===== src/hdl/ppa_fifo.sv =====
// small register queue between the vertex front end and the accumulator
module ppa_fifo #(
    parameter int W     = 8,
    parameter int DEPTH = 4
) (
    input  logic         i_clk,
    input  logic         i_rst_n,
    input  logic         i_push,
    input  logic [W-1:0] i_data,
    output logic         o_full,
    input  logic         i_pop,
    output logic [W-1:0] o_data,
    output logic         o_valid
);
    localparam int PTR_W = (DEPTH > 1) ? $clog2(DEPTH) : 1;
    localparam int CNT_W = $clog2(DEPTH + 1);

    logic [W-1:0]     r_mem [DEPTH];
    logic [PTR_W-1:0] r_wr;
    logic [PTR_W-1:0] r_rd;
    logic [CNT_W-1:0] r_cnt;

    logic do_push;
    logic do_pop;

    assign o_full  = (r_cnt == CNT_W'(DEPTH));
    assign o_valid = (r_cnt != '0);
    assign o_data  = r_mem[r_rd];
    assign do_push = i_push && !o_full;
    assign do_pop  = i_pop && o_valid;

    // storage
    always_ff @(posedge i_clk) begin
        if (do_push) begin
            r_mem[r_wr] <= i_data;
        end
    end

    // pointers and fill count
    always_ff @(posedge i_clk) begin
        if (!i_rst_n) begin
            r_wr  <= '0;
            r_rd  <= '0;
            r_cnt <= '0;
        end else begin
            if (do_push) begin
                r_wr <= (r_wr == PTR_W'(DEPTH - 1)) ? '0 : r_wr + 1'b1;
            end
            if (do_pop) begin
                r_rd <= (r_rd == PTR_W'(DEPTH - 1)) ? '0 : r_rd + 1'b1;
            end
            if (do_push && !do_pop) begin
                r_cnt <= r_cnt + 1'b1;
            end else if (do_pop && !do_push) begin
                r_cnt <= r_cnt - 1'b1;
            end
        end
    end

endmodule


===== config.mk =====
export PLATFORM = sky130hd
export DESIGN_NAME = ppa_fifo
export DESIGN_NICKNAME = d
export VERILOG_FILES = /design/src/hdl/ppa_fifo.sv
export SDC_FILE = /design/constraint.sdc
export NUM_CORES = 1
export LEC_CHECK = 0
export ABC_CLOCK_PERIOD_IN_PS = 1900
export BUFFER_PORTS_ARGS = -buffer_cell sky130_fd_sc_hd__buf_2
export CELL_PAD_IN_SITES_DETAIL_PLACEMENT = 1
export CELL_PAD_IN_SITES_GLOBAL_PLACEMENT = 1
export CORE_AREA = 2 2 72 74
export CTS_CLUSTER_DIAMETER = 40
export DETAILED_ROUTE_END_ITERATION = 10
export DIE_AREA = 0 0 74 76
export PLACE_DENSITY = 0.61
export RECOVER_POWER = 25
export SLEW_MARGIN = 20
export SYNTH_ARGS = -nofsm -noshare
export SYNTH_HDL_FRONTEND = slang
export SYNTH_SLANG_ARGS = --single-unit

===== constraint.sdc =====
create_clock -name i_clk -period 1.9 [get_ports i_clk]
set_input_delay 0.285 -clock i_clk [delete_from_list [all_inputs] [get_ports i_clk]]
set_output_delay 0.285 -clock i_clk [all_outputs]
set_load 0.01 [all_outputs]

# [Yosys cells after proc, flatten, opt, wreduce, memory -nomap -nowiden]
# Memories as Yosys holds them, arrays and structs flattened. A register that Yosys moved wholly into a read port is not among the register bits.
# Cells that the tools add are included.
[totals] ff_bits=7 ram_bits=32 inputBits=12 out_inout_bits=10 wordCells=28 memories=1
[op_classes] addsub=4 n_eq_ne=3 muxes=8 n_reduce_logical=9
[memory_table] name="r_mem" words=4 width=8 rd=1 rd_ports_with_merged_regs=1 wr=1 line="18" rtl="logic [W-1:0] r_mem [DEPTH];"
[ops] cell="$mux 2" count=4
[ops] cell="$mux 3" count=2
[ops] cell="$add 2x1->2 const B" count=2
[ops] cell="$eq 2x2->1 const B" count=2
[ops] cell="$logic_and 1x1->1" count=4
[ops] cell="$add 3x1->3 const B" count=1
[ops] cell="$eq 3x3->1 const B" count=1
[ops] cell="$logic_not 1->1" count=3
[ops] cell="$reduce_bool 3->1" count=1
[ops] cell="$sub 3x1->3 const B" count=1
[ops] cell="$mux 1" count=2
[ops] cell="$reduce_bool 2->1" count=1

# [Logic depth before layout (Yosys ltp)]
[depth] depth_word=7 mapped_depth=9 mapped_depth_nobuf=8

# [Worst setup path after synthesis]
# Ideal clock, no wire load.
[synth_timing] kind="flip-flop to flip-flop" start="register r_cnt[0]" end="register r_cnt[2]" setup_ns=0.076 arrival_ns=2.014 required_time_ns=1.824 slack_ns=-0.189 stages_incl_launch_ff=8 n_path_buf=0 synth_period_minus_slack_ns=2.089 cell_sequence="dfxtp_1 -> o31ai_1 -> ha_1 -> inv_1 -> fa_1 -> xor2_1 -> or3_1 -> a21boi_0"
[synth_between] elab_chain_len=6 word_cells_on_any_way=14 cone_classes="2 x add/sub; 1 x eq/ne; 2 x mux; 9 x reduce/logical"
[synth_lines] item="start: declaration" line="21" rtl="logic [CNT_W-1:0] r_cnt;"
[synth_lines] item="start signal: assignment" line="53" rtl="r_cnt <= r_cnt + 1'b1;"
[synth_lines] item="start signal: assignment" line="55" rtl="r_cnt <= r_cnt - 1'b1;"
[synth_lines] item="parallel branches: the longest is 6 deep, another holds $sub 3x1->3"
# Several ways; the timed one is not identified. The select of a mux whose other input is x is not followed.
# A chain may end at the register's enable or synchronous reset.

# [Worst setup path after layout]
[layout_timing] start="register r_cnt[2]" end="register r_cnt[2]"
# The elaborated chain is that of the path after synthesis.

==> summary.md <==
| Metric | Value |
|---|---|
| Status | complete, but fails checks |
| Failing checks | negative setup slack |
| IO Port Bufs | 21 |
| Final Wtd Congestion | 0.7173 |
| Number of nets in the synthesized netlist | roughly 110 |
| Die boundary height | about 76 µm |
| Internal power component | 1911 µW |
| Post-CTS Repair Setup Buffers | 0 |
| Initial antenna violation count | 0 |
| Normalized max-slew margin | 69.81% |
| Vias per std cell | 4.406 |
| Total core area | 4912 µm² |
| Min cycle time layout | 1.955 ns |
| Register-to-Register Path Depth | 8 |
| Final setup vio count | 1 |
| Flop-to-flop setup slack | -0.06 ns |
| Final non-filler cell area | 2057 µm² |
| Antenna Violating Nets Remaining | 0 |
| Largest net degree at the start of global routing | 14 |
| Yosys cell types | 23 |
| Global-route wire length before repair | 4974 µm |
| Register share of total power | 45.3% |
| Synthesis-to-layout area growth | 25.98% |
| Number of global-route vias before repair | 1009 |
| Clock latency at the later pin of the worst-skew pair | 0.29 ns |
| Final number of hold-violating endpoints | 0 |
| Area of the mapped netlist | ~1600 µm² |
| Slowest stage cell, crit path | sky130_fd_sc_hd__fa_2 |
| Ratio of total power to cell area | 1287 nW/µm² |
| Antenna diode count | 0 |
| Switching part of the total power | 27.84% |
| Ys Warns | 0 |
| DR iter-0 viols | 49 |
| Startpoint of the lowest-slack hold path | i_data[7] |
| Share of the synthesized area in the top cell type | 58.85% |
| Number of placed instances, taps included | 194 |
| Worst ir drop on vdd | 0.5828 mV |
| Htree depth | 2 |
| Per-instance average area after synthesis | 17.56 µm² |
| Commonest cells post-synth | 32 x sky130_fd_sc_hd__edfxtp_1, 9 x sky130_fd_sc_hd__dfxtp_1, 8 x sky130_fd_sc_hd__mux4_2 |
| Number of standard cells in the layout, taps in and fillers out | 202 |
| Critical path class | reg -> reg |
| Overall routing resource usage | about an eighth |
| Series of cell instances along the critical path | buf_4 > o31ai_4 > ha_4 > inv_1 > fa_2 > xor2_1 > or3_1 > a21boi_1 |
| Kind of cell adding the most delay to the critical path | adder cells |
| Worst min-delay path category | in -> reg |
| Clock transition at path regs | around 0.08 ns |
| X dimension of the die | 74 µm |
| Remaining design rule violation count | 0 |
| Clock buffer count from CTS | 5 |
| Count of mapped cells out of synthesis | 93 |
| Peak fanout along the critical path | 4 |
| Most numerous cell in the Yosys netlist | sky130_fd_sc_hd__edfxtp_1 |
| Launch point of the critical path | r_cnt[2] |
| Std cell rows | 26 |
| Startpoint of the worst register-to-register path | r_cnt[2] |
| Register area share after synthesis | 69.89% |
| Combinational cell fraction of total power | 29.0% |
| Fmax achieved | a little over 500 MHz |
| Fraction of power consumed by the clock network | about a quarter |
| Nature of the critical path endpoint | register |
| Cell area reported after detailed placement | 1952 µm² |
| Final critical-path setup slack | -0.05502 ns |
| Hold path endpoint | r_mem[1][7] |
| Detailed-route via count | just under 900 |
| Total Die Area | around 5600 µm² |
| DR WL/cell | 14.81 µm |
| TritonCTS Sinks | 41 |
| Fraction of the cycle the final worst path needs | 102.9% |
| Data required time of the worst path | 2.12 ns |
| Cell taking the most area after synthesis | sky130_fd_sc_hd__edfxtp_1 |
| Share of post-route cells with drive strength above 1 | 40.15% |
| Number of flops mapped to enable cells by yosys | 32 |
| Drt first pass iters | 4 |
| Critical path startpoint category | register |
| Worst R2R End | r_cnt[2] |
| Proportion of synthesized flip-flops having asynchronous set or reset | 0% |
| Critical path buffers and inverters | 2 |
| Worst Hold Depth | 1 |
| Overall Power | 2648 µW |
| Initial Utilization | 33.24% |
| NumNets Final | 150 |
| Utilization of the core after routing | 41.87% |
| CTS tree | done |
| Main area contributors after synthesis | sky130_fd_sc_hd__edfxtp_1 59%, sky130_fd_sc_hd__dfxtp_1 11%, sky130_fd_sc_hd__mux4_2 11% |
| Number of synthesized register bits | 41 |
| Number of top-level pins | 22 |
| Final max-slew violation count | 0 |
| Root cell of the clock tree | sky130_fd_sc_hd__clkbuf_8 |
| Switching pwr | 737.2 µW |
| Most common flop cell mapped by yosys | sky130_fd_sc_hd__edfxtp_1 |
| Data arrival time of the critical path | 2.17 ns |
| Unrepaired setup endpoints after global routing | true |
| Total Routed Length | 2992 µm |
| HPWL Detailed | approximately 2200 µm |
| Overall overflow remaining after global route | 0 |
| Post-Route Setup TNS | -0.05502 ns |
| Max capacitance violation total | 0 |
| Worst clock skew on the final layout | 0.004765 ns |
| Maximum single-stage delay on the critical path | about 0.34 ns |
| Worst Max-Slew Pin Slew | 0.4522 ns |
| Number of buffers on the longest clock path | 2 |
| Leak Pwr | 0.0007448 µW |
-- cell usage in the layout (no fill, tap or decap), types with 2 or more instances in the layout --
cell type	count
sky130_fd_sc_hd__clkbuf_1	6
sky130_fd_sc_hd__edfxtp_1	32
sky130_fd_sc_hd__inv_1	3
sky130_fd_sc_hd__dfxtp_1	6
sky130_fd_sc_hd__mux2i_1	3
sky130_fd_sc_hd__mux4_2	8
sky130_fd_sc_hd__ha_1	5
sky130_fd_sc_hd__buf_4	14
sky130_fd_sc_hd__buf_2	15
sky130_fd_sc_hd__o21ai_0	3
sky130_fd_sc_hd__dfxtp_2	3
sky130_fd_sc_hd__nand2_1	6
sky130_fd_sc_hd__nor2_1	2
sky130_fd_sc_hd__nand3_1	2
sky130_fd_sc_hd__and2_1	5
sky130_fd_sc_hd__clkbuf_8	5
-- stage by stage --
| stage | hold slack (ns) | setup WS, ns |
|---|---|---|
| finish | 0.2184 | -0.05502 |
| detailed placement | 0.4996 | -0.09353 |
| CTS | 0.2048 | -0.08742 |
| floorplan | 0.3839 | 0.02881 |
| global route | 0.2204 | -0.1880 |
| global placement | 0.4849 | 0.01328 |
-- worst max-delay path by stage --
stage | cells after the start | slack (ns) | to
final | 8 | -0.06 | r_cnt[2]
after global placement | 8 | 0.01 | r_cnt[2]
after floorplan | 9 | 0.03 | r_cnt[2]
after CTS | 8 | -0.09 | r_cnt[2]
after global routing | 8 | -0.19 | r_cnt[2]
after detailed placement | 8 | -0.09 | r_cnt[2]
-- power by group through the flow --
stage	sequential [µW]	combinational [µW]	clock (µW)
CTS	1200	788	695
floorplan	1200	496	0
global placement	1210	758	0
finish	1200	769	681
global route	1220	857	729
detailed placement	1220	775	0
-- layout make-up --
type	instances	area, µm²
Timing Repair Buffer	35	202.7
Fill cell	499	2855
Inverter	3	11.26
Clock buffer	5	68.82
Tap cell	70	87.58
Clock inverter	3	41.29
Multi-Input combinational cell	45	500.5
Sequential cell	41	1145
-- worst register-to-register path, cell delays in order (launching register included) --
cell	delay [ns]
sky130_fd_sc_hd__dfxtp_2	0.32
sky130_fd_sc_hd__buf_4	0.14
sky130_fd_sc_hd__o31ai_4	0.23
sky130_fd_sc_hd__ha_4	0.17
sky130_fd_sc_hd__inv_1	0.05
sky130_fd_sc_hd__fa_2	0.34
sky130_fd_sc_hd__xor2_1	0.17
sky130_fd_sc_hd__or3_1	0.31
sky130_fd_sc_hd__a21boi_1	0.15
-- routing by layer --
layer,track usage (%),routed length (µm),vias to the layer above
met2,20.09,1503,20
met4,3.818,40,0
met1,14.09,1311,441
met3,4.101,136,5
li1,-,-,424
met5,0,0,-
-- cell families (layout without fill, tap and decap cells) --
family / Yosys count / count (layout) / synth area share (%)
muxes: 11 / 11 / 12.87
xor gates and xnor gates: 2 / 2 / 1.073
buffers and inverters: 7 / 46 / 1.762
and+or+nand+nor: 20 / 20 / 6.744
adders and majority gates: 7 / 7 / 5.824
AOI/OAI and AO/OA: 5 / 5 / 1.839
DFF: 41 / 41 / 69.88
-- timing repair --
action | 4_1_cts | 5_1_grt
hold buffers | 0 | 0
resized for setup | 1 | 0
endpoints found under the hold margin | 0 | 0
endpoints found under the setup margin | 1 | 1
pin swaps | 0 | 0
-- flip-flops by register name, indices dropped and copies added (netlist names), named ones only --
name / cells
r_mem: 32
r_wr: 2
r_rd: 2
r_cnt: 3
Power figures use the tool's default switching activity.
