===== src/hdl/ppa_pkg.sv =====
// shared types, constants and plane selection for the planar polygon area block
package ppa_pkg;

    // fixed field widths
    localparam int NORM_W          = 16;
    localparam int SUM_W           = 64;
    localparam int AREA_W          = 63;
    localparam int CFG_IDX_W       = 2;
    localparam int COORD_WIDTH_DEF = 24;
    localparam int QUEUE_DEPTH     = 4;

    // register indexes
    localparam logic [CFG_IDX_W-1:0] REG_NORMAL_X = 2'd0;
    localparam logic [CFG_IDX_W-1:0] REG_NORMAL_Y = 2'd1;
    localparam logic [CFG_IDX_W-1:0] REG_NORMAL_Z = 2'd2;

    localparam logic signed [NORM_W-1:0] NORMAL_Z_RESET = 16'sd16384;

    // projection planes
    typedef logic [1:0] t_plane;
    localparam t_plane PLANE_XY = 2'd0;
    localparam t_plane PLANE_XZ = 2'd1;
    localparam t_plane PLANE_YZ = 2'd2;

    // plane normal registers
    typedef struct packed {
        logic signed [NORM_W-1:0] nx;
        logic signed [NORM_W-1:0] ny;
        logic signed [NORM_W-1:0] nz;
    } t_cfg;

    typedef struct packed {
        t_plane            plane;
        logic [NORM_W-1:0] dom;
    } t_pick;

    // magnitude of a normal component, -32768 maps to 32768
    function automatic logic [NORM_W-1:0] norm_mag(input logic signed [NORM_W-1:0] v);
        norm_mag = v[NORM_W-1] ? (~v + 1'b1) : v;
    endfunction

    // dominant component; x wins a tie with z, and a tie with y keeps the earlier choice
    function automatic t_pick pick_plane(input t_cfg cfg);
        logic [NORM_W-1:0] ax;
        logic [NORM_W-1:0] ay;
        logic [NORM_W-1:0] az;
        t_pick             p;
        ax = norm_mag(cfg.nx);
        ay = norm_mag(cfg.ny);
        az = norm_mag(cfg.nz);
        if (az > ax) begin
            p.plane = PLANE_XY;
            p.dom   = az;
        end else begin
            p.plane = PLANE_YZ;
            p.dom   = ax;
        end
        if (ay > p.dom) begin
            p.plane = PLANE_XZ;
            p.dom   = ay;
        end
        pick_plane = p;
    endfunction

endpackage


===== src/hdl/ppa_front.sv =====
// front end: takes vertex words, picks the plane and forms cross term operands
module ppa_front
    import ppa_pkg::*;
#(
    parameter int COORD_WIDTH = COORD_WIDTH_DEF
) (
    input  logic                     i_clk,
    input  logic                     i_rst_n,
    input  t_cfg                     i_cfg,
    input  logic                     i_valid,
    output logic                     o_ready,
    input  logic [COORD_WIDTH-1:0]   i_x,
    input  logic [COORD_WIDTH-1:0]   i_y,
    input  logic [COORD_WIDTH-1:0]   i_z,
    input  logic                     i_close,
    output logic                     o_push,
    output logic [4*COORD_WIDTH+1:0] o_data,
    input  logic                     i_full
);
    localparam int CW = COORD_WIDTH;

    logic [CW-1:0] r_prev_x;
    logic [CW-1:0] r_prev_y;
    logic [CW-1:0] r_prev_z;
    logic          r_have_prev;

    t_pick         pick;
    logic [CW-1:0] cur_a;
    logic [CW-1:0] cur_b;
    logic [CW-1:0] prev_a;
    logic [CW-1:0] prev_b;
    logic          accept;

    assign o_ready = !i_full;
    assign accept  = i_valid && !i_full;
    assign o_push  = accept;
    assign pick    = pick_plane(i_cfg);

    // coordinate pair of the projection plane
    always_comb begin
        case (pick.plane)
            PLANE_XY: begin
                cur_a  = i_x;      cur_b  = i_y;
                prev_a = r_prev_x; prev_b = r_prev_y;
            end
            PLANE_XZ: begin
                cur_a  = i_x;      cur_b  = i_z;
                prev_a = r_prev_x; prev_b = r_prev_z;
            end
            default: begin
                cur_a  = i_y;      cur_b  = i_z;
                prev_a = r_prev_y; prev_b = r_prev_z;
            end
        endcase
    end

    // queue word: close, has_prev, b_prev, a_cur, b_cur, a_prev (low bits)
    assign o_data = {i_close, r_have_prev, prev_b, cur_a, cur_b, prev_a};

    // previous vertex
    always_ff @(posedge i_clk) begin
        if (accept) begin
            r_prev_x <= i_x;
            r_prev_y <= i_y;
            r_prev_z <= i_z;
        end
    end

    always_ff @(posedge i_clk) begin
        if (!i_rst_n) begin
            r_have_prev <= 1'b0;
        end else if (accept) begin
            r_have_prev <= !i_close;
        end
    end

endmodule


===== config.mk =====
export PLATFORM = sky130hd
export DESIGN_NAME = ppa_front
export DESIGN_NICKNAME = d
export VERILOG_FILES = /design/src/hdl/ppa_pkg.sv /design/src/hdl/ppa_front.sv
export SDC_FILE = /design/constraint.sdc
export NUM_CORES = 1
export LEC_CHECK = 0
export ABC_AREA = 0
export BUFFER_PORTS_ARGS = -buffer_cell sky130_fd_sc_hd__buf_2
export CELL_PAD_IN_SITES_DETAIL_PLACEMENT = 1
export CELL_PAD_IN_SITES_GLOBAL_PLACEMENT = 2
export CORE_MARGIN = 4
export CORE_UTILIZATION = 33
export CTS_CLUSTER_DIAMETER = 30
export DETAILED_ROUTE_END_ITERATION = 12
export GPL_ROUTABILITY_DRIVEN = 0
export MAX_ROUTING_LAYER = met4
export PLACE_DENSITY = 0.95
export SLEW_MARGIN = 5
export SYNTH_ARGS = -nofsm -noshare
export SYNTH_HDL_FRONTEND = slang
export SYNTH_SLANG_ARGS = --single-unit

===== constraint.sdc =====
create_clock -name i_clk -period 9.84 [get_ports i_clk]
set_clock_uncertainty 0.05 [all_clocks]
set_input_delay 1.476 -clock i_clk [delete_from_list [all_inputs] [get_ports i_clk]]
set_output_delay 1.476 -clock i_clk [all_outputs]
set_load 0.01 [all_outputs]

After elaboration in Yosys (flattened, before gate mapping) --
Cells that the tools add are included.
Operators by class: mux-type cells 9, magnitude comparators 2, reductions and logical operators 5, eq/ne operators 1, bitwise logic cells 3, $add $sub $neg 3
Operator list (count):
- two-way mux 24 bit | 4
- adder 16 x 1 -> 16 bit, second input constant | 3
- two-way mux 16 bit | 3
- NOT 16 bit | 3
- two-way mux 18 bit | 2
- greater-than comparator 16 bit | 2
- == test 2 x 1 -> 1 bit, second input constant | 1
- zero test 1 bit | 2
- zero test 2 bit | 1
- OR reduction 2 bit | 1
- logical AND 1 bit | 1
Word-level totals: register bits 73

Depth between registers and ports, before layout --
depth after elaboration 10, mapped depth 24

Least setup slack after synthesis --
No wires, ideal clock.
path type input -> output, start point in i_cfg[37] (netlist name), end point out o_data[37], path slack 2.112 ns, arrival 6.202 ns, cell stages on the path 23, path through or4_4 nor4_4 nand3_1 o31ai_1 xnor2_1 inv_1 ha_1 nand4_1 nor4_2 a21boi_2 o31a_2 buf_6 buf_2 mux2i_1 ha_1 nand4_1 nor2_1 a221oi_1 a31oi_4 nor2b_4 buf_6 buf_6 mux2_1
On the way: cells in the longest elaborated chain, start to end 9
RTL lines:
- from (decl) | line ppa_front.sv:9 | input t_cfg i_cfg,
- NOT 16 bit | line ppa_pkg.sv:39 | norm_mag = v[NORM_W-1] ? (~v + 1'b1) : v;
- adder 16 x 1 -> 16 bit | line ppa_pkg.sv:39
- two-way mux 16 bit (*) | line ppa_pkg.sv:39
- greater-than comparator 16 bit | line ppa_pkg.sv:51 | if (az > ax) begin
- two-way mux 18 bit (*) | line ppa_pkg.sv:51
- greater-than comparator 16 bit | line ppa_pkg.sv:58 | if (ay > p.dom) begin
- two-way mux 18 bit (*) | line ppa_pkg.sv:58
- zero test 2 bit (*) | line ppa_front.sv:41 | case (pick.plane)
- two-way mux 24 bit (*) | line ppa_front.sv:41
- to (decl) | line ppa_front.sv:17 | output logic [4*COORD_WIDTH+1:0] o_data,
Mark *: on every way between the ends. The rest lies on a longest branch, timed or not.

Worst setup path after layout --
start point in i_cfg[35] (netlist name), end point out o_data[78]
The elaborated chain is that of the path after synthesis.

==> impl_results.md <==
- # port buffers: 224
- Mapped Area: ~0.0053 mm²
- Min Tclk post-route: slightly below 9 ns
- WL per Instance: around 19 µm
- Synthesized-area fraction occupied by xor and xnor cells: around 6.4%
- Hold Slack: 0.465 ns
- Clk sinks: 73
- Fin. max-slew vios: 0
- Metal2 WL: around 9000 µm
- Vias in the first global route: approximately 4,800
- Top cell type by total area after synthesis: edfxtp_1
- Post-CTS Setup Inserts: 0
- Total clock buffers created by CTS: 9
- DRC viols: 0
- Prevailing post-synth register cell: edfxtp_1
- Synthesized area per cell: about 12 µm²
- Die Footprint: roughly 0.018 mm²
- #FFs+latches synth: 73
- Clk_lat worst skew: between 0.3 and 0.4 ns
- Critical Path RT: 8.31 ns
- Clk buf depth: 2
- Max-slew headroom: roughly 40%
- Worst Tran Pin Value: approximately 0.9 ns
- Area grow syn2layout: 29.0%
- Final Hold Fails: 0
- Synth Area in Compound Gates: around 7.5%
- First-pass GRT wire length: ~25,000 µm
- Die Ht: ~140 µm
- Placed cells: approximately 860
- Post-synth top area share: 40.5%
- Static Leak: 2.96 nW
- Max Cap Viol: 0
- Multi-input gate area: around 0.003 mm²
- RSZ-0062 raised after global routing: no
- Largest family of logic cells by synthesized area: multiplexers
- Die Wd: around 140 µm
- Metal-1 WL: ~6200 µm
- Fillers: roughly 1,800
- Worst-path fanout max: 48
- PwrDens: roughly 180 mW/mm²
- H-tree levels: 3
- Root buffer selected by CTS: clkbuf_16
- Vias: about 4,300
- Synth async-reset ratio: 0%
- Final setup fails: 0
- Resize count post-CTS: 0
- DR top layer: met4
- Largest net degree at the start of global routing: between 70 and 80
- Syn. warnings: 0
- Seq/Total Area, Yosys: 40.8%
- # IOs: 225
- Final worst slack: roughly 1.1 ns
- Initial antenna violation count: 1
- CP Capture Type: output port
- Met3 WL: 927 µm
- Synth Area in Adders: under 10%
- Total negative slack: 0 ns
- Initial Utilization: between 30% and 40%
- Synth top cells by count: 72 x edfxtp_1, 69 x mux2_2, 35 x ha_1
- Share of cells above drive strength 1: between 50% and 60%
- DP Worst Slack: ~1.1 ns
- Startpoint Class: primary input
- Core area: roughly 0.016 mm²
- DP HPWL: ~13,000 µm
- Post-Layout Inst Area: ~0.007 mm²
- GRT Residual Overflow: 0
- Status: completed
- Post-Syn Nets: 591
- Nets: 812
- Post-DR vias/cell: 4.98
- EDFF count, synth: 72
- Count leader, synth: edfxtp_1
- Synth Area in Simple Gates: 8.20%
- DR pass1 iterations: 4
- Total GRT Usage: a little under a fifth
- Cells after synthesis: 431
- Post-CTS Hold Buffers: 0
- Initial drt markers: approximately 100
- Kind of critical path: in2out
- Fin cells: 873
- Row Count: 46
- IR drop worst, VDD: around 0.00011 V
- Max Fclk: around 110 MHz
- Final Cycle Share: 88.9%
- CP arrival: 7.22 ns
- CTS tree: yes
- Sequential cell area: about 0.0022 mm²
- ANT nets after route: 0
- Area of placed instances: between 0.006 and 0.007 mm²
- Mux contribution to synthesized area: around 24%
- Final wirelength: ~16,000 µm
- Clk slew on worst S/H paths: 0.05 ns
- Top area cells in the synthesized netlist: edfxtp_1 40%, mux2_2 15%, ha_1 8.2%
- Worst min path class: reg2reg
- Distinct cells, synth: slightly above 50
final timing paths:
kind / startpoint / to / slack (ns) / depth (start not counted)
worst min register to register: r_have_prev / r_have_prev / 0.46 / 1
worst max-delay path: i_cfg[35] / o_data[78] / 1.09 / 21
worst min-delay path: r_have_prev / r_have_prev / 0.46 / 1
worst max register to register: r_have_prev / r_have_prev / 9.16 / 1
final cells by class:
cell class | count | area share [%]
clock inverters | 4 | 0.309
diodes | 1 | 0.0363
multi-input cells | 319 | 42.5
inverters | 22 | 1.20
clock buffers | 11 | 3.38
flip-flops and latches | 73 | 31.7
repair buffers | 227 | 17.0
well taps | 216 | 3.92
through the flow:
| step | total power, mW | util, % |
|---|---|---|
| floorplan | 0.770 | - |
| global placement | 0.937 | 41.8 |
| detailed placement | 0.953 | 41.8 |
| CTS | 1.24 | 43.4 |
| global route | 1.29 | 43.4 |
| finish | 1.22 | 43.4 |
registers in the layout, summed over array words and instances, names as in the netlist:
register	count
r_have_prev	1
r_prev_x	24
r_prev_y	24
r_prev_z	24
power by group:
part | leakage, nW | internal [mW] | switching, mW
Clock | 0.123 | 0.167 | 0.115
Combinational | 2.15 | 0.275 | 0.294
Sequential | 0.684 | 0.366 | 0.00719
Total | 2.96 | 0.809 | 0.416
critical path, cell delays in order:
cell and delay (ns):
buf_2 0.13, or4_4 0.56, nor4_4 0.17, nand3_1 0.21, o31ai_2 0.29, xor2_1 0.31, ha_1 0.21, nand4_1 0.16
nor4_2 0.35, a21boi_2 0.22, o31a_2 0.51, mux2_2 0.42, ha_1 0.30, nand4_1 0.18, nor2_1 0.07, a221oi_1 0.41
a31oi_4 0.20, nor2b_4 0.18, buf_12 0.26, mux2_2 0.39, buf_2 0.14
logic make-up after synthesis:
| logic type | Yosys count |
|---|---|
| compound gates | 57 |
| xor+xnor | 39 |
| fa+ha+maj | 35 |
| buf+inv | 39 |
| flops | 73 |
| mux | 110 |
| simple gates | 78 |
per-layer routing:
metal | GRT usage (%) | vias to the layer above
li1 | - | 2070
met1 | 19.8 | 2092
met2 | 32.8 | 161
met3 | 3.53 | 21
met4 | 6.16 | 0
met5 | - | -
placed cells by master, fill, tap and decap left out, types with 3 or more instances in the layout:
| cell type | netlist | final |
|---|---|---|
| ha_1 | 35 | 35 |
| mux2_2 | 69 | 69 |
| nor2_1 | 8 | 8 |
| nand2b_1 | 5 | 5 |
| nand4_1 | 7 | 7 |
| mux2_1 | 15 | 15 |
| xor2_1 | 16 | 16 |
| edfxtp_1 | 72 | 72 |
| nor4_1 | 3 | 3 |
| a21oi_1 | 12 | 12 |
| xnor2_1 | 23 | 23 |
| or3_1 | 5 | 5 |
| inv_1 | 22 | 22 |
| o21ai_0 | 16 | 16 |
| mux2_4 | 20 | 20 |
| clkbuf_16 | 0 | 9 |
| nand3_1 | 6 | 6 |
| o41ai_1 | 3 | 3 |
| buf_2 | 3 | 224 |
| mux2i_1 | 6 | 6 |
| nand2_1 | 26 | 26 |
| nor2b_1 | 4 | 3 |
| o31ai_1 | 13 | 13 |
(Power assumes the default switching activity.)
