--- src/hdl/ppa_pkg.sv ---
// shared types, constants and plane selection for the planar polygon area block
package ppa_pkg;

    // fixed field widths
    localparam int NORM_W          = 16;
    localparam int SUM_W           = 64;
    localparam int AREA_W          = 63;
    localparam int CFG_IDX_W       = 2;
    localparam int COORD_WIDTH_DEF = 24;
    localparam int QUEUE_DEPTH     = 4;

    // register indexes
    localparam logic [CFG_IDX_W-1:0] REG_NORMAL_X = 2'd0;
    localparam logic [CFG_IDX_W-1:0] REG_NORMAL_Y = 2'd1;
    localparam logic [CFG_IDX_W-1:0] REG_NORMAL_Z = 2'd2;

    localparam logic signed [NORM_W-1:0] NORMAL_Z_RESET = 16'sd16384;

    // projection planes
    typedef logic [1:0] t_plane;
    localparam t_plane PLANE_XY = 2'd0;
    localparam t_plane PLANE_XZ = 2'd1;
    localparam t_plane PLANE_YZ = 2'd2;

    // plane normal registers
    typedef struct packed {
        logic signed [NORM_W-1:0] nx;
        logic signed [NORM_W-1:0] ny;
        logic signed [NORM_W-1:0] nz;
    } t_cfg;

    typedef struct packed {
        t_plane            plane;
        logic [NORM_W-1:0] dom;
    } t_pick;

    // magnitude of a normal component, -32768 maps to 32768
    function automatic logic [NORM_W-1:0] norm_mag(input logic signed [NORM_W-1:0] v);
        norm_mag = v[NORM_W-1] ? (~v + 1'b1) : v;
    endfunction

    // dominant component; x wins a tie with z, and a tie with y keeps the earlier choice
    function automatic t_pick pick_plane(input t_cfg cfg);
        logic [NORM_W-1:0] ax;
        logic [NORM_W-1:0] ay;
        logic [NORM_W-1:0] az;
        t_pick             p;
        ax = norm_mag(cfg.nx);
        ay = norm_mag(cfg.ny);
        az = norm_mag(cfg.nz);
        if (az > ax) begin
            p.plane = PLANE_XY;
            p.dom   = az;
        end else begin
            p.plane = PLANE_YZ;
            p.dom   = ax;
        end
        if (ay > p.dom) begin
            p.plane = PLANE_XZ;
            p.dom   = ay;
        end
        pick_plane = p;
    endfunction

endpackage

--- src/hdl/ppa_accum.sv ---
// back end pipeline: cross term products and saturating accumulation
module ppa_accum
    import ppa_pkg::*;
#(
    parameter int COORD_WIDTH = COORD_WIDTH_DEF
) (
    input  logic                     i_clk,
    input  logic                     i_rst_n,
    input  logic                     i_valid,
    input  logic [4*COORD_WIDTH+1:0] i_data,
    output logic                     o_pop,
    input  logic                     i_scale_busy,
    output logic                     o_start,
    output logic signed [SUM_W-1:0]  o_sum
);
    localparam int CW = COORD_WIDTH;
    localparam int PW = 2 * CW;

    logic signed [CW-1:0] q_a_prev;
    logic signed [CW-1:0] q_b_cur;
    logic signed [CW-1:0] q_a_cur;
    logic signed [CW-1:0] q_b_prev;
    logic                 q_has_prev;
    logic                 q_close;

    logic                 r_m_valid;
    logic                 r_m_term;
    logic                 r_m_close;
    logic signed [PW-1:0] r_p0;
    logic signed [PW-1:0] r_p1;
    logic signed [SUM_W-1:0] r_sum;

    logic                 a_take;
    logic signed [PW:0]   term;
    logic signed [SUM_W:0] wide;
    logic signed [SUM_W-1:0] n_sum;

    assign q_a_prev   = i_data[CW-1:0];
    assign q_b_cur    = i_data[2*CW-1:CW];
    assign q_a_cur    = i_data[3*CW-1:2*CW];
    assign q_b_prev   = i_data[4*CW-1:3*CW];
    assign q_has_prev = i_data[4*CW];
    assign q_close    = i_data[4*CW+1];

    // a closing word waits for the scaling unit
    assign a_take  = r_m_valid && (!r_m_close || !i_scale_busy);
    assign o_pop   = i_valid && (!r_m_valid || a_take);
    assign o_start = a_take && r_m_close;

    // product stage
    always_ff @(posedge i_clk) begin
        if (o_pop) begin
            r_p0      <= q_a_prev * q_b_cur;
            r_p1      <= q_a_cur * q_b_prev;
            r_m_term  <= q_has_prev;
            r_m_close <= q_close;
        end
    end

    always_ff @(posedge i_clk) begin
        if (!i_rst_n) begin
            r_m_valid <= 1'b0;
        end else if (o_pop) begin
            r_m_valid <= 1'b1;
        end else if (a_take) begin
            r_m_valid <= 1'b0;
        end
    end

    // saturating add of the cross term
    always_comb begin
        term = {r_p0[PW-1], r_p0} - {r_p1[PW-1], r_p1};
        wide = {r_sum[SUM_W-1], r_sum} + {{(SUM_W - PW){term[PW]}}, term};
        if (!r_m_term) begin
            n_sum = r_sum;
        end else if (wide[SUM_W] != wide[SUM_W-1]) begin
            n_sum = wide[SUM_W] ? {1'b1, {(SUM_W - 1){1'b0}}} : {1'b0, {(SUM_W - 1){1'b1}}};
        end else begin
            n_sum = wide[SUM_W-1:0];
        end
    end

    assign o_sum = n_sum;

    always_ff @(posedge i_clk) begin
        if (!i_rst_n) begin
            r_sum <= '0;
        end else if (a_take) begin
            r_sum <= r_m_close ? '0 : n_sum;
        end
    end

endmodule

--- config.mk ---
export PLATFORM = sky130hd
export DESIGN_NAME = ppa_accum
export DESIGN_NICKNAME = d
export VERILOG_FILES = /design/src/hdl/ppa_pkg.sv /design/src/hdl/ppa_accum.sv
export SDC_FILE = /design/constraint.sdc
export NUM_CORES = 2
export LEC_CHECK = 0
export ABC_AREA = 1
export ABC_CLOCK_PERIOD_IN_PS = 9400
export BUFFER_PORTS_ARGS = -buffer_cell sky130_fd_sc_hd__buf_2
export CORE_ASPECT_RATIO = 0.5
export CORE_MARGIN = 2
export CORE_UTILIZATION = 55
export CTS_BUF_LIST = sky130_fd_sc_hd__clkbuf_8 sky130_fd_sc_hd__clkbuf_16
export DETAILED_ROUTE_END_ITERATION = 8
export PLACE_DENSITY = 0.81
export SETUP_SLACK_MARGIN = 0.05
export SLEW_MARGIN = 40
export SYNTH_ARGS = -nofsm -noshare
export SYNTH_HDL_FRONTEND = slang
export SYNTH_SLANG_ARGS = --single-unit
--- constraint.sdc ---
create_clock -name i_clk -period 9.4 [get_ports i_clk]
set_input_delay 0.94 -clock i_clk [delete_from_list [all_inputs] [get_ports i_clk]]
set_output_delay 0.94 -clock i_clk [all_outputs]
set_load 0.01 [all_outputs]
* After elaboration in Yosys (flattened, before gate mapping) *
Cells that the tools add are included.

word-level totals
  register bits after elaboration = 163
  logic and storage cells = 26

cells by class
  add/subtract/negate cells = 2
  multiply operators = 2
  equal/unequal tests = 1
  mux-type cells = 6
  reductions and logical operators = 9

operators by type and width
  operator                                        count
  64-bit two-way mux                              4
  24-bit by 24-bit multiplier with 48-bit output  2
  64-bit by 49-bit adder with 65-bit output       1
  48-bit by 48-bit subtractor with 49-bit output  1
  1-bit logical AND                               3
  1-bit logical NOT                               3
  1-bit logical OR                                2
  1-bit two-way mux                               2
  2-bit nonzero test                              1
  1-bit != test                                   1

* Depth between registers and ports, before layout *
  depth after elaboration = 6
  gate-level depth with buffers = 31

* Least setup slack after synthesis *
OpenSTA, ideal clock, no wires.

  path kind = input to register
  from = input port i_data[23]
  to = register r_p0[42], data pin
  arrival = 7.090 ns
  required time = 9.141 ns
  setup slack = 2.051 ns
  stages = 26
  buffers on the path = 1
  cell sequence = clkbuf_1 > nand2_1 > inv_1 > fa_1 > inv_1 > fa_1 > inv_1 > fa_1 > inv_1 > fa_1 > fa_1 > inv_1 > fa_1 > inv_1 > fa_1 > inv_1 > ha_1 > nand2_1 > nor2_1 > inv_1 > nor4_1 > nand3_1 > nand3_1 > nand2_1 > nand2_1 > xor2_1

between the ends
  longest elaborated chain between the ends = 1

ends and longest elaborated chain
  element                                         RTL line         RTL
  start, declared                                 ppa_accum.sv:10  input logic [4*COORD_WIDTH+1:0] i_data,
  24-bit by 24-bit multiplier with 48-bit output  ppa_accum.sv:53  r_p0 <= q_a_prev * q_b_cur;
  end signal, assigned                            ppa_accum.sv:53
  end, declared                                   ppa_accum.sv:29  logic signed [PW-1:0] r_p0;

No other way between the ends.
A chain may end at the register's enable or synchronous reset.

* Worst setup path after layout *
  from = input port i_data[71]
  to = register r_p1[46], data pin

between the ends
  longest elaborated chain between the ends = 1

ends and longest elaborated chain
  element                                         RTL line         RTL
  24-bit by 24-bit multiplier with 48-bit output  ppa_accum.sv:54  r_p1 <= q_a_cur * q_b_prev;
  end signal, assigned                            ppa_accum.sv:54
  end, declared                                   ppa_accum.sv:30  logic signed [PW-1:0] r_p1;

No other way between the ends.

==> results.rst <==
.. list-table::
   :header-rows: 1

   * - Metric
     - Value
   * - Critical Path Fanout Max
     - 24
   * - Level count of the clock H-tree
     - 4
   * - Via count
     - 45.7k
   * - First-pass GRT wire length
     - 252000 um
   * - CP endpoint kind
     - register
   * - Critical path launch point type
     - input port
   * - Count of standard-cell rows
     - 83
   * - Least-Margin Pin Slew
     - 845 ps
   * - Placer congestion estimate
     - 1.03
   * - Number of antenna violations at the first check in global routing
     - 10
   * - Sequential cell area
     - 4240 um2
   * - Post-CTS Repair Setup Buffers
     - 0
   * - Number of buffer and inverter stages on the critical path
     - 5
   * - Hold wc startpoint
     - r_sum[11]
   * - Startpoint of the most critical setup path
     - i_data[71]
   * - Sequential area share after synthesis
     - 0.0737
   * - Remaining global-route overflow
     - 0
   * - Maximum single-stage delay on the critical path
     - 760 ps
   * - TritonCTS buffer count
     - 17
   * - Critical path class
     - input port to register
   * - Worst hold path type
     - register to register
   * - Final Hold Violating Endpoints
     - 0
   * - Number of nets in the layout
     - 9092
   * - Post-Synthesis Cell Area
     - 57500 um2
   * - Buffer levels on the longest clock path
     - 2
   * - Leading register cell type out of synthesis
     - edfxtp_1
   * - Number of pins with negative max-slew slack in the final report
     - 0
   * - Max-cap check violation count
     - 0
   * - Via density per instance
     - 5.19
   * - Unrepaired setup endpoints after global routing
     - false
   * - Clock sink count
     - 163
   * - Number of library cell types mapped by synthesis
     - 49
   * - Post-route DRC
     - 0
   * - Cell type group with the largest total delay on the critical path
     - adder cells
   * - Share of cells above drive strength 1
     - 0.0482
   * - Signed area change from the synthesized netlist to the final layout
     - 4.04%
   * - Core box area
     - 103000 um2
   * - Chip height
     - 233 um
   * - Cell depth of the worst flop-to-flop path
     - 21
   * - Clock latency at the later pin of the worst-skew pair
     - 480 ps
   * - Most frequent cell on the critical path
     - fa_1
   * - Launch instance of the worst register-to-register path
     - r_p0[47]
   * - Hold-critical path depth
     - 2
   * - Mean routed wirelength per cell
     - 17.5 um
   * - Relative slew slack
     - 0.436
   * - Total setup violations reported at the end of the flow
     - 0
   * - Final Critical Period
     - 7690 ps
   * - Arrival time of the worst setup path
     - 7910 ps
   * - Die width
     - 461 um
   * - Via count of the first global-routing pass
     - 47.3k
   * - Run status
     - completed
   * - Antenna-violating nets left
     - 0
   * - Post-cts gate resize count
     - 0
   * - Slowest library cell on the worst path
     - fa_1
   * - Final worst path period share
     - 0.818
   * - Final HPWL from detailed placement
     - 129000 um
   * - Initial cell density of the core
     - 0.558
   * - Clock tree root driver cell
     - clkbuf_16
   * - Clock Pin Slew Worst Setup and Hold Paths
     - 70 ps
   * - Total Wirelength
     - 154000 um
   * - Clock tree from TritonCTS
     - built
   * - Fraction of synthesis flops using an asynchronous set or reset pin
     - 0
   * - Num ports
     - 168
   * - Count of yosys warnings during synthesis
     - 0
   * - Flip-flop and latch count after synthesis
     - 163
   * - Maximum number of pins on one net before global-route repair
     - 67
   * - Fillers
     - 9149
   * - Post-synth EDFFs
     - 98
   * - Number of DRC markers after the initial detailed-route iteration
     - 4241
   * - Combined global-route utilization of all metal layers
     - 0.300
   * - Count of cell instances traversed by the critical path
     - 21
   * - Max Fclk
     - 130 MHz
   * - Syn nets
     - 9131
   * - Sum of negative setup slack
     - 0 ps
   * - I/O Buffers
     - 167
   * - Area of the multi-input gates
     - 43700 um2
   * - Clock skew
     - 37.0 ps
   * - List of cells traversed by the critical path
     - buf_2 -> nand2_1 -> inv_1 -> fa_1 -> fa_1 -> inv_1 -> fa_1 -> inv_1 -> fa_1 -> fa_1 -> fa_1 -> fa_1 -> ha_1 -> nand2_1 -> nor2_1 -> inv_1 -> nor4_1 -> nand3_1 -> nand3_1 -> a21oi_1 -> xnor2_1
   * - CTS Hold Buffers Added
     - 0
   * - Total die area
     - 107000 um2
   * - Detailed Routing Iterations Pass 1
     - 7
   * - Synthesized instance count
     - 7418
   * - Average instance area after synthesis
     - 7.76 um2
   * - CP Data Required Time
     - 9620 ps
[cells in the final DEF, fill, tap and decap left out, drive strengths merged, types with 6 or more instances in the layout]
master  synthesis  final
inv          2314   2322
nand2        2030   2030
fa           1278   1278
ha            333    333
a21oi         257    257
nor2          240    240
buf            24    178
nand3         145    145
edfxtp         98     98
o21ai          84     84
xnor2          78     78
xor2           70     70
dfxtp          65     65
o21bai         29     29
a31oi          27     27
nand4          23     23
nor3           20     20
clkbuf        212     19
or2            17     17
nor4           14     14
a21o           12     12
nand3b         12     12
diode           0      7
o21a            7      7
o211ai          6      6
[metrics by stage]
stage,cell area (um2),cells,utilization,setup slack (ps),hold slack (ps)
global placement,59300,8762,0.575,1420,468
finish,59900,8801,0.581,1710,482
floorplan,57500,7418,-,2050,458
detailed placement,59300,8762,0.575,1280,469
global route,59900,8800,0.581,1160,501
CTS,59900,8794,0.580,1770,479
[state kept, by name, summed over array words and instances, names as in the netlist]
name / flops
r_sum: 64
r_p0: 48
r_p1: 48
r_m_close: 1
r_m_term: 1
r_m_valid: 1
[final cells by class]
| type | count | share of cell area |
|---|---|---|
| clock inverters | 13 | 0.00203 |
| repair buffers | 178 | 0.0154 |
| inverters | 2314 | 0.145 |
| diodes | 7 | 0.000293 |
| flip-flops and latches | 163 | 0.0709 |
| multi-input cells | 4705 | 0.729 |
| clock buffers | 19 | 0.00756 |
| well taps | 1402 | 0.0293 |
[cells by family after synthesis]
kind of cell / after synthesis / share of synthesized area
and+or+nand+nor: 2509 / 0.174
AOI/OAI and AO/OA: 437 / 0.0449
DFF: 163 / 0.0737
xor gates and xnor gates: 148 / 0.0225
buffers and inverters: 2550 / 0.167
adders and majority gates: 1611 / 0.517
[tightest hold or removal path, delay by kind of cell (launching register included)]
| kind | cells | cell delay (ps) |
|---|---|---|
| AO/OA/AOI/OAI | 1 | 50 |
| AND/OR/NAND/NOR | 1 | 60 |
| flip-flops | 1 | 320 |
[worst paths after layout]
check,endpoint,slack [ps]
max reg2reg,r_sum[15],4810
max,r_p1[46],1710
min reg2reg,r_sum[11],480
min,r_sum[11],480
[cells in the mapped netlist (3+ instances only)]
library cell	instances	area, um2
a21boi_0	4	30.0
a21o_1	12	90.1
a21oi_1	213	1070
a21oi_2	42	368
a31oi_1	27	169
and3_1	5	31.3
buf_2	18	90.1
buf_6	6	67.6
clkbuf_1	212	796
dfxtp_1	65	1300
edfxtp_1	98	2940
fa_1	1278	25600
ha_1	333	4170
inv_1	2299	8630
inv_2	15	56.3
nand2_1	1980	7430
nand2_2	49	307
nand3_1	143	716
nand3b_1	12	90.1
nand4_1	23	144
nor2_1	230	863
nor2_2	6	37.5
nor2_4	4	45.0
nor3_1	17	85.1
nor4_1	14	87.6
o211ai_1	6	45.0
o21a_1	7	52.6
o21ai_0	81	405
o21ai_1	3	15.0
o21bai_1	29	218
o221ai_1	3	26.3
or2_2	17	106
xnor2_1	78	683
xor2_1	70	613
[layer usage]
metal / part of all wire / GRT usage / up-vias / routed length, um
met5: 0.00018 / 0 / - / 27
met1: 0.42 / 0.423 / 22393 / 64700
met2: 0.45 / 0.471 / 2119 / 69300
li1: - / - / 20902 / -
met3: 0.10 / 0.0643 / 296 / 15800
met4: 0.028 / 0.0819 / 6 / 4300
Power is left out: the tool's default activity adds up to more than one toggle a clock period on the data nets, which glitch-free logic cannot reach.
