**src/hdl/ppa_pkg.sv**
```systemverilog
// shared types, constants and plane selection for the planar polygon area block
package ppa_pkg;

    // fixed field widths
    localparam int NORM_W          = 16;
    localparam int SUM_W           = 64;
    localparam int AREA_W          = 63;
    localparam int CFG_IDX_W       = 2;
    localparam int COORD_WIDTH_DEF = 24;
    localparam int QUEUE_DEPTH     = 4;

    // register indexes
    localparam logic [CFG_IDX_W-1:0] REG_NORMAL_X = 2'd0;
    localparam logic [CFG_IDX_W-1:0] REG_NORMAL_Y = 2'd1;
    localparam logic [CFG_IDX_W-1:0] REG_NORMAL_Z = 2'd2;

    localparam logic signed [NORM_W-1:0] NORMAL_Z_RESET = 16'sd16384;

    // projection planes
    typedef logic [1:0] t_plane;
    localparam t_plane PLANE_XY = 2'd0;
    localparam t_plane PLANE_XZ = 2'd1;
    localparam t_plane PLANE_YZ = 2'd2;

    // plane normal registers
    typedef struct packed {
        logic signed [NORM_W-1:0] nx;
        logic signed [NORM_W-1:0] ny;
        logic signed [NORM_W-1:0] nz;
    } t_cfg;

    typedef struct packed {
        t_plane            plane;
        logic [NORM_W-1:0] dom;
    } t_pick;

    // magnitude of a normal component, -32768 maps to 32768
    function automatic logic [NORM_W-1:0] norm_mag(input logic signed [NORM_W-1:0] v);
        norm_mag = v[NORM_W-1] ? (~v + 1'b1) : v;
    endfunction

    // dominant component; x wins a tie with z, and a tie with y keeps the earlier choice
    function automatic t_pick pick_plane(input t_cfg cfg);
        logic [NORM_W-1:0] ax;
        logic [NORM_W-1:0] ay;
        logic [NORM_W-1:0] az;
        t_pick             p;
        ax = norm_mag(cfg.nx);
        ay = norm_mag(cfg.ny);
        az = norm_mag(cfg.nz);
        if (az > ax) begin
            p.plane = PLANE_XY;
            p.dom   = az;
        end else begin
            p.plane = PLANE_YZ;
            p.dom   = ax;
        end
        if (ay > p.dom) begin
            p.plane = PLANE_XZ;
            p.dom   = ay;
        end
        pick_plane = p;
    endfunction

endpackage

```
**src/hdl/ppa_scale.sv**
```systemverilog
// per polygon scaling: norm square root, wide product and bit serial divide
module ppa_scale
    import ppa_pkg::*;
(
    input  logic                    i_clk,
    input  logic                    i_rst_n,
    input  t_cfg                    i_cfg,
    input  logic                    i_start,
    input  logic signed [SUM_W-1:0] i_sum,
    output logic                    o_busy,
    output logic                    o_valid,
    input  logic                    i_ready,
    output logic [AREA_W-1:0]       o_area,
    output logic                    o_zero
);
    localparam int ROOT_W    = NORM_W;
    localparam int N2_W      = 2 * NORM_W;
    localparam int REM_W     = ROOT_W + 1;
    localparam int DQ_W      = SUM_W + ROOT_W;
    localparam int HALF_W    = SUM_W / 2;
    localparam int DIV_W     = NORM_W + 1;
    localparam int CNT_W     = $clog2(DQ_W);
    localparam int SQRT_LAST = ROOT_W - 1;
    localparam int DIV_LAST  = DQ_W - 1;

    localparam logic [2:0] S_IDLE = 3'd0;
    localparam logic [2:0] S_SQ   = 3'd1;
    localparam logic [2:0] S_SQRT = 3'd2;
    localparam logic [2:0] S_MLO  = 3'd3;
    localparam logic [2:0] S_MHI  = 3'd4;
    localparam logic [2:0] S_DIV  = 3'd5;
    localparam logic [2:0] S_DONE = 3'd6;

    logic [2:0]          r_state;
    logic [CNT_W-1:0]    r_cnt;
    logic [SUM_W-1:0]    r_a;
    logic [NORM_W-1:0]   r_dom;
    logic [N2_W-1:0]     r_n2;
    logic [ROOT_W-1:0]   r_root;
    logic [REM_W-1:0]    r_rem;
    logic [DQ_W-1:0]     r_dq;
    logic [AREA_W-1:0]   r_res_area;
    logic                r_res_zero;
    logic                r_o_valid;
    logic [AREA_W-1:0]   r_area;
    logic                r_zero;

    t_pick                   pick;
    logic [SUM_W-1:0]        sum_abs;
    logic signed [NORM_W-1:0] sq_sel;
    logic [N2_W-1:0]         sq;
    logic [REM_W+1:0]        sqrt_sh;
    logic [REM_W+1:0]        sqrt_trial;
    logic                    sqrt_ge;
    logic [HALF_W-1:0]       mul_a;
    logic [HALF_W+ROOT_W-1:0] mul_p;
    logic [DIV_W-1:0]        div_d;
    logic [DIV_W:0]          div_sh;
    logic                    div_ge;
    logic                    out_free;

    assign pick     = pick_plane(i_cfg);
    assign sum_abs  = i_sum[SUM_W-1] ? (~i_sum + 1'b1) : i_sum;
    assign o_busy   = (r_state != S_IDLE);
    assign out_free = !r_o_valid || i_ready;

    // one squarer, three components in turn
    always_comb begin
        case (r_cnt[1:0])
            2'd0:    sq_sel = i_cfg.nx;
            2'd1:    sq_sel = i_cfg.ny;
            default: sq_sel = i_cfg.nz;
        endcase
        sq = N2_W'(sq_sel * sq_sel);
    end

    // one root bit per cycle
    assign sqrt_sh    = {r_rem, r_n2[N2_W-1:N2_W-2]};
    assign sqrt_trial = {1'b0, r_root, 2'b01};
    assign sqrt_ge    = (sqrt_sh >= sqrt_trial);

    // shared 32 by 16 multiplier for both halves of the sum
    assign mul_a = (r_state == S_MLO) ? r_a[HALF_W-1:0] : r_a[SUM_W-1:HALF_W];
    assign mul_p = mul_a * r_root;

    // restoring divide by twice the dominant component
    assign div_d  = {r_dom, 1'b0};
    assign div_sh = {r_rem, r_dq[DQ_W-1]};
    assign div_ge = (div_sh >= {1'b0, div_d});

    // sequencer
    always_ff @(posedge i_clk) begin
        if (!i_rst_n) begin
            r_state <= S_IDLE;
            r_cnt   <= '0;
        end else begin
            case (r_state)
                S_IDLE: begin
                    r_cnt <= '0;
                    if (i_start) begin
                        r_state <= (pick.dom == '0) ? S_DONE : S_SQ;
                    end
                end
                S_SQ: begin
                    if (r_cnt == CNT_W'(2)) begin
                        r_cnt   <= '0;
                        r_state <= S_SQRT;
                    end else begin
                        r_cnt <= r_cnt + 1'b1;
                    end
                end
                S_SQRT: begin
                    if (r_cnt == CNT_W'(SQRT_LAST)) begin
                        r_cnt   <= '0;
                        r_state <= S_MLO;
                    end else begin
                        r_cnt <= r_cnt + 1'b1;
                    end
                end
                S_MLO: begin
                    r_state <= S_MHI;
                end
                S_MHI: begin
                    r_state <= S_DIV;
                end
                S_DIV: begin
                    if (r_cnt == CNT_W'(DIV_LAST)) begin
                        r_cnt   <= '0;
                        r_state <= S_DONE;
                    end else begin
                        r_cnt <= r_cnt + 1'b1;
                    end
                end
                S_DONE: begin
                    if (out_free) begin
                        r_state <= S_IDLE;
                    end
                end
                default: begin
                    r_state <= S_IDLE;
                end
            endcase
        end
    end

    // datapath
    always_ff @(posedge i_clk) begin
        case (r_state)
            S_IDLE: begin
                r_a        <= sum_abs;
                r_dom      <= pick.dom;
                r_n2       <= '0;
                r_root     <= '0;
                r_rem      <= '0;
                r_res_area <= '0;
                r_res_zero <= (pick.dom == '0);
            end
            S_SQ: begin
                r_n2 <= r_n2 + sq;
            end
            S_SQRT: begin
                r_n2 <= {r_n2[N2_W-3:0], 2'b00};
                if (sqrt_ge) begin
                    r_rem  <= REM_W'(sqrt_sh - sqrt_trial);
                    r_root <= {r_root[ROOT_W-2:0], 1'b1};
                end else begin
                    r_rem  <= REM_W'(sqrt_sh);
                    r_root <= {r_root[ROOT_W-2:0], 1'b0};
                end
            end
            S_MLO: begin
                r_dq  <= DQ_W'(mul_p);
                r_rem <= '0;
            end
            S_MHI: begin
                r_dq <= r_dq + {mul_p, {HALF_W{1'b0}}};
            end
            S_DIV: begin
                r_rem <= div_ge ? REM_W'(div_sh - {1'b0, div_d}) : REM_W'(div_sh);
                r_dq  <= {r_dq[DQ_W-2:0], div_ge};
                if (r_cnt == CNT_W'(DIV_LAST)) begin
                    // quotient of 2^63 or more saturates
                    if (|r_dq[DQ_W-2:AREA_W-1]) begin
                        r_res_area <= '1;
                    end else begin
                        r_res_area <= {r_dq[AREA_W-2:0], div_ge};
                    end
                end
            end
            default: begin
            end
        endcase
    end

    // result register
    always_ff @(posedge i_clk) begin
        if (!i_rst_n) begin
            r_o_valid <= 1'b0;
        end else if (r_state == S_DONE && out_free) begin
            r_o_valid <= 1'b1;
        end else if (i_ready) begin
            r_o_valid <= 1'b0;
        end
    end

    always_ff @(posedge i_clk) begin
        if (r_state == S_DONE && out_free) begin
            r_area <= r_res_area;
            r_zero <= r_res_zero;
        end
    end

    assign o_valid = r_o_valid;
    assign o_area  = r_area;
    assign o_zero  = r_zero;

    // a zero dominant component always reports zero area
    a_zero_area: assert property (@(posedge i_clk) disable iff (!i_rst_n)
        r_o_valid && r_zero |-> r_area == '0)
        else $error("zero normal result with nonzero area");

    // a new polygon is only handed over while the unit is free
    a_start_idle: assert property (@(posedge i_clk) disable iff (!i_rst_n)
        i_start |-> r_state == S_IDLE)
        else $error("start while scaling unit busy");

    // a fresh result only comes out of the done state
    a_load_done: assert property (@(posedge i_clk) disable iff (!i_rst_n)
        !r_o_valid ##1 r_o_valid |-> $past(r_state) == S_DONE)
        else $error("result loaded outside done state");

    // the divide runs its full count before finishing
    a_div_count: assert property (@(posedge i_clk) disable iff (!i_rst_n)
        r_state == S_DIV && r_cnt != CNT_W'(DIV_LAST) |=> r_state == S_DIV)
        else $error("divide left early");

endmodule

```
**config.mk**
```make
export PLATFORM = sky130hd
export DESIGN_NAME = ppa_scale
export DESIGN_NICKNAME = d
export VERILOG_FILES = /design/src/hdl/ppa_pkg.sv /design/src/hdl/ppa_scale.sv
export SDC_FILE = /design/constraint.sdc
export NUM_CORES = 2
export LEC_CHECK = 0
export ABC_CLOCK_PERIOD_IN_PS = 26800
export BUFFER_PORTS_ARGS = -buffer_cell sky130_fd_sc_hd__buf_2
export CAP_MARGIN = 20
export CORE_ASPECT_RATIO = 0.7
export CORE_MARGIN = 2
export CORE_UTILIZATION = 61
export CTS_BUF_LIST = sky130_fd_sc_hd__clkbuf_16
export CTS_CLUSTER_DIAMETER = 50
export DETAILED_ROUTE_END_ITERATION = 6
export PLACE_DENSITY = 0.86
export SYNTH_ARGS = -nofsm -noshare
export SYNTH_HDL_FRONTEND = slang
export SYNTH_SLANG_ARGS = --single-unit
```
**constraint.sdc**
```tcl
create_clock -name i_clk -period 26.8 [get_ports i_clk]
set_input_delay 5.36 -clock i_clk [delete_from_list [all_inputs] [get_ports i_clk]]
set_output_delay 5.36 -clock i_clk [all_outputs]
set_load 0.1 [all_outputs]
```
# Yosys cells after proc, flatten, opt, wreduce, memory -nomap -nowiden
# Index checks and enable logic that the tools add are counted.
[word_totals] ram_bits=0 ff_bits=364 romBits=0 elab_cells=97 output_inout_bits=66 n_memories=0 latch_bits=0 in_bits=116
[op_classes] n_div=0 reduce_logical=18 order_cmp=4 n_shift=0 bitwise_logic=4 addsub=9 n_mul=2 n_mux=31 eq_ne=15
[op_table] op="one-hot mux 80 bit (3 select lines)" n=1
[op_table] op="two-way mux 63 bit" n=3
[op_table] op="one-hot mux 63 bit (2 select lines)" n=1
[op_table] op="one-hot mux 32 bit (3 select lines)" n=1
[op_table] op="adder 80 bit" n=1
[op_table] op="two-way mux 16 bit" n=5
[op_table] op="adder 64 x 1 -> 64 bit (second input constant)" n=1
[op_table] op="inverter 64 bit" n=1
[op_table] op="one-hot mux 16 bit (2 select lines)" n=2
[op_table] op="one-hot mux 17 bit (3 select lines)" n=1
[op_table] op="adder 16 x 1 -> 16 bit (second input constant)" n=3
[op_table] op="multiplier 32 x 16 -> 48 bit" n=1
[op_table] op="inverter 16 bit" n=3
[op_table] op="two-way mux 17 bit" n=2
[op_table] op="subtractor 17 bit" n=2
[op_table] op="adder 32 bit" n=1
[op_table] op="greater-than comparator 16 bit" n=2
[op_table] op="multiplier 16 x 16 -> 32 bit" n=1
[op_table] op="two-way mux 32 bit" n=1
[op_table] op="one-hot mux 7 bit (4 select lines)" n=1
[op_table] op="two-way mux 7 bit" n=3
[op_table] op="one-hot mux 3 bit (7 select lines)" n=1
[op_table] op="greater-or-equal comparator 19 x 18 -> 1 bit" n=1
[op_table] op="greater-or-equal comparator 18 x 17 -> 1 bit" n=1
[op_table] op="24 further kinds" n=43

# Depth between registers and ports, before layout
[logic_depth] word_depth=11 mapped_depth=42

# Worst setup path before layout
# Ideal clock, no wire load.
[synth_path] path_kind="input-to-reg" startpoint="input port i_cfg[47] (netlist bit)" endpoint="register r_n2[27] (data pin)" arrival_ps=12115 cell_stages=26 setup_time_ps=256 path_slack_ps=14428 required_time_ps=26544 path_cell_list="clkbuf_1 > clkbuf_1 > a22o_1 > a21o_1 > clkbuf_1 > inv_1 > clkbuf_1 > nor2_1 > fa_1 > inv_1 > fa_1 > fa_1 > fa_1 > fa_1 > inv_1 > fa_1 > ha_1 > and3_1 > and2_1 > a221o_1 > a221oi_1 > nand2_1 > and2_1 > o21ai_0 > or3b_2 > a22o_1"
[synth_between] elab_chain_len=4
[synth_lines] item="start, declared" line_no="ppa_scale.sv:7" text="input t_cfg i_cfg,"
[synth_lines] item="one-hot mux 16 bit (2 select lines)" line_no="ppa_scale.sv:69" text="case (r_cnt[1:0])"
[synth_lines] item="multiplier 16 x 16 -> 32 bit" line_no="ppa_scale.sv:74" text="sq = N2_W'(sq_sel * sq_sel);"
[synth_lines] item="adder 32 bit" line_no="ppa_scale.sv:159" text="r_n2 <= r_n2 + sq;"
[synth_lines] item="one-hot mux 32 bit (3 select lines)" line_no="ppa_scale.sv:148" text="case (r_state)"
[synth_lines] item="end signal, assigned" line_no="ppa_scale.sv:159"
[synth_lines] item="end signal, assigned" line_no="ppa_scale.sv:162" text="r_n2 <= {r_n2[N2_W-3:0], 2'b00};"
[synth_lines] item="end, declared" line_no="ppa_scale.sv:38" text="logic [N2_W-1:0] r_n2;"
# Every way passes these cells.
# A chain may end at the register's enable or synchronous reset.

# Worst setup path after layout
[layout_path] startpoint="input port i_cfg[33] (netlist bit)" endpoint="register r_n2[24] (data pin)"
# The elaborated chain is that of the path after synthesis.

==> flow_summary.toml <==
[run_status]
status = "finished, final reports clean"

[critical_path]
path_class = "input pin to flop"
arrival_ns = 13.28
crit_path_end_kind = "flop"
critPathRequiredTime_ns = 27.14
startpoint_type = "input pin"
critPathMaxFanout = 10
r2r_start = "r_state[2]$_SDFFE_PN0P_"
reg2reg_slack_ns = 15.52
critPathLaunch = "i_cfg[33]"

[detailed_routing]
post-route-drc-count = 0
drtPass1Iterations = 7
vias = 37800
viasPerCell = 6.05
routed_wl_mm = 132
postRouteAntennaNets = 0
drt-initial-drc-count = 4101
detail_route.wl_per_cell_um = 21.1

[die]
die_h_um = 238
ios = 182
die_area_um2 = 80400
start_util = 0.618
core_area_um2 = 77100
rows = 85
die_w_um = 338

[logic_synthesis]
synth_fp_nets = 6220
synth-simple-area-share = 0.140
synth-warning-count = 0
synth_area_leader_cell = "fa_1"
synthFlopType = "edfxtp_1"
syn_inst = 5070
synth_top_family_by_area = "adder cells"
ys_types = 77
ys_ff_latch = 364
synth_top_area_share = 0.289
synth_fa_ha_area_frac = 0.380
synth_edf_count = 353
yosysSeqAreaShare = 0.227
muxShareOfSynthArea = 0.0175
synthArstFlopShare = 0
synth-compound-area-share = 0.106
synthXorXnorAreaFrac = 0.0451
yosys-top-cells-area = "fa_1 29%, edfxtp_1 22%, ha_1 9.1%"
avgSynthCellArea_um2 = 9.40
synth_area_um2 = 47700

[clock_tree]
root_buffer = "clkbuf_16"
path_clk_slew_ns = 0.06
tritoncts = "done"
cts_hold_buf = 0
cts_buffers = 46
cts_resized = 0
cts_setup_buffers = 0
cts_sinks = 364
clock_path_buffers = 3
clock_insertion_delay_worst_skew_ns = 0.62
htreeDepth = 2

[finish]
fillers = 5930
nets = 6311
drive_above_1_share = 0.0758
multiInputGateArea_um2 = 32800
final_common_cell = "inv_1"
area_growth_pct = 7.53
seqCellArea_um2 = 10800
final_cell_mix = "881 x inv_1, 688 x fa_1, 639 x nand2_1"

[timing]
timing.fmax_mhz = 77.3
setup_viol = 0
fin_crit_ns = 12.94
drv_slew = 0
post-route-period-util = 0.483
relSlewSlack = 0.173
finClkSkew_ns = 0.0329
fin_tns_setup_ns = 0
finalHoldViolCount = 0
worstMarginPinSlew_ns = 1.21
rsz0062_at_grt = "no"

[grt]
grt_pass1_wl_mm = 208
grt_pass1_vias = 38200
grt_use_total = 0.332
overflow = 0
antenna_found_initial = 2
grt_max_degree = 81

[placed_design]
gp_congestion = 1.00
place.port_buffers = 181
hpwl_mm = 103

[job]
cap_violations = 0

[hold_path]
min_from = "r_res_area[62]$_SDFFCE_PN0P_"
hp-class = "flop to flop"
-- synth_stat cells, types with 13 or more instances --
cell        n
nand4_1    31
nand2_1   641
mux2_2     36
a211oi_1   16
or4_1      13
a22o_1     39
inv_1     879
or3_1      33
o211ai_1   17
fa_1      688
nand2b_1   29
o21a_1     30
and2_1     98
o21bai_1   24
nor4_1     17
nor2b_1    28
o41ai_1    15
buf_1      15
clkbuf_1  175
and3_1     35
xnor2_1   179
nand3_1    74
nor2_1    421
o22ai_1    17
o21ai_0   177
a21oi_1   181
a21o_1    104
mux2i_1    43
ha_1      346
nor3_1     42
edfxtp_1  353
xor2_1     64
a31oi_1    19
o31ai_1    42
-- sequential cells by signal, summed over array words and instances (netlist names) --
signal / cells
r_n2: 32
r_dom: 16
r_a: 64
r_rem: 17
r_root: 16
o_valid: 1
r_res_area: 63
o_zero: 1
r_state: 3
r_res_zero: 1
r_cnt: 7
r_dq: 80
o_area: 63
-- final timing paths --
path | end | depth (start not counted)
max reg2reg | r_dq[79]$_DFFE_PP_ | 36
max | r_n2[24]$_DFFE_PP_ | 23
min reg2reg | o_area[62]$_DFFE_PP_ | 0
min | o_area[62]$_DFFE_PP_ | 0
-- through the flow --
stage	setup slack, ns	util	hold slack, ns	instances	instance area [µm²]
floorplan	14.43	-	0.400	5070	47700
global placement	13.71	0.643	0.403	6150	49600
detailed placement	13.43	0.643	0.405	6150	49600
CTS	14.03	0.663	0.406	6236	51100
global route	13.38	0.665	0.413	6243	51200
finish	13.86	0.665	0.402	6246	51300
-- metal layers --
layer	wire, µm	track usage
met2	59000	0.509
met3	16100	0.0826
met1	52600	0.470
met5	0	0
met4	4180	0.0982
-- final cells by class --
class,count,area share
inverter,893,0.0654
sequential,364,0.211
antenna,3,0.000146
multi-input combinational,3623,0.641
timing repair buffer,233,0.0265
tap,1044,0.0255
clock buffer,46,0.0225
clock inverter,40,0.00815
-- logic make-up (layout without fill, tap and decap cells) --
logic type,after synthesis,count (layout)
simple gates,1497,1497
buf+inv,1083,1212
fa+ha+maj,1034,1034
compound gates,769,769
flops,364,364
xor+xnor,244,244
mux,79,79
other cells,0,3
-- worst max-delay path, cell delays in order --
cell and delay [ns]:
buf_2 0.12, a22o_1 0.20, a21oi_1 0.78, clkinv_1 0.56
nand2_1 0.24, fa_1 0.46, fa_1 0.54, inv_1 0.04
ha_1 0.29, ha_1 0.28, inv_1 0.05, fa_1 0.45
fa_1 0.49, inv_1 0.04, ha_1 0.21, a2111oi_0 0.63
o31ai_1 0.31, a41oi_1 0.63, o31ai_1 0.23, o41a_1 0.34
a2111oi_0 0.60, nor4_1 0.10, a311o_1 0.35
Power is not shown: default switching activity piles up to over one toggle a cycle in this logic, so the estimate is an artifact.
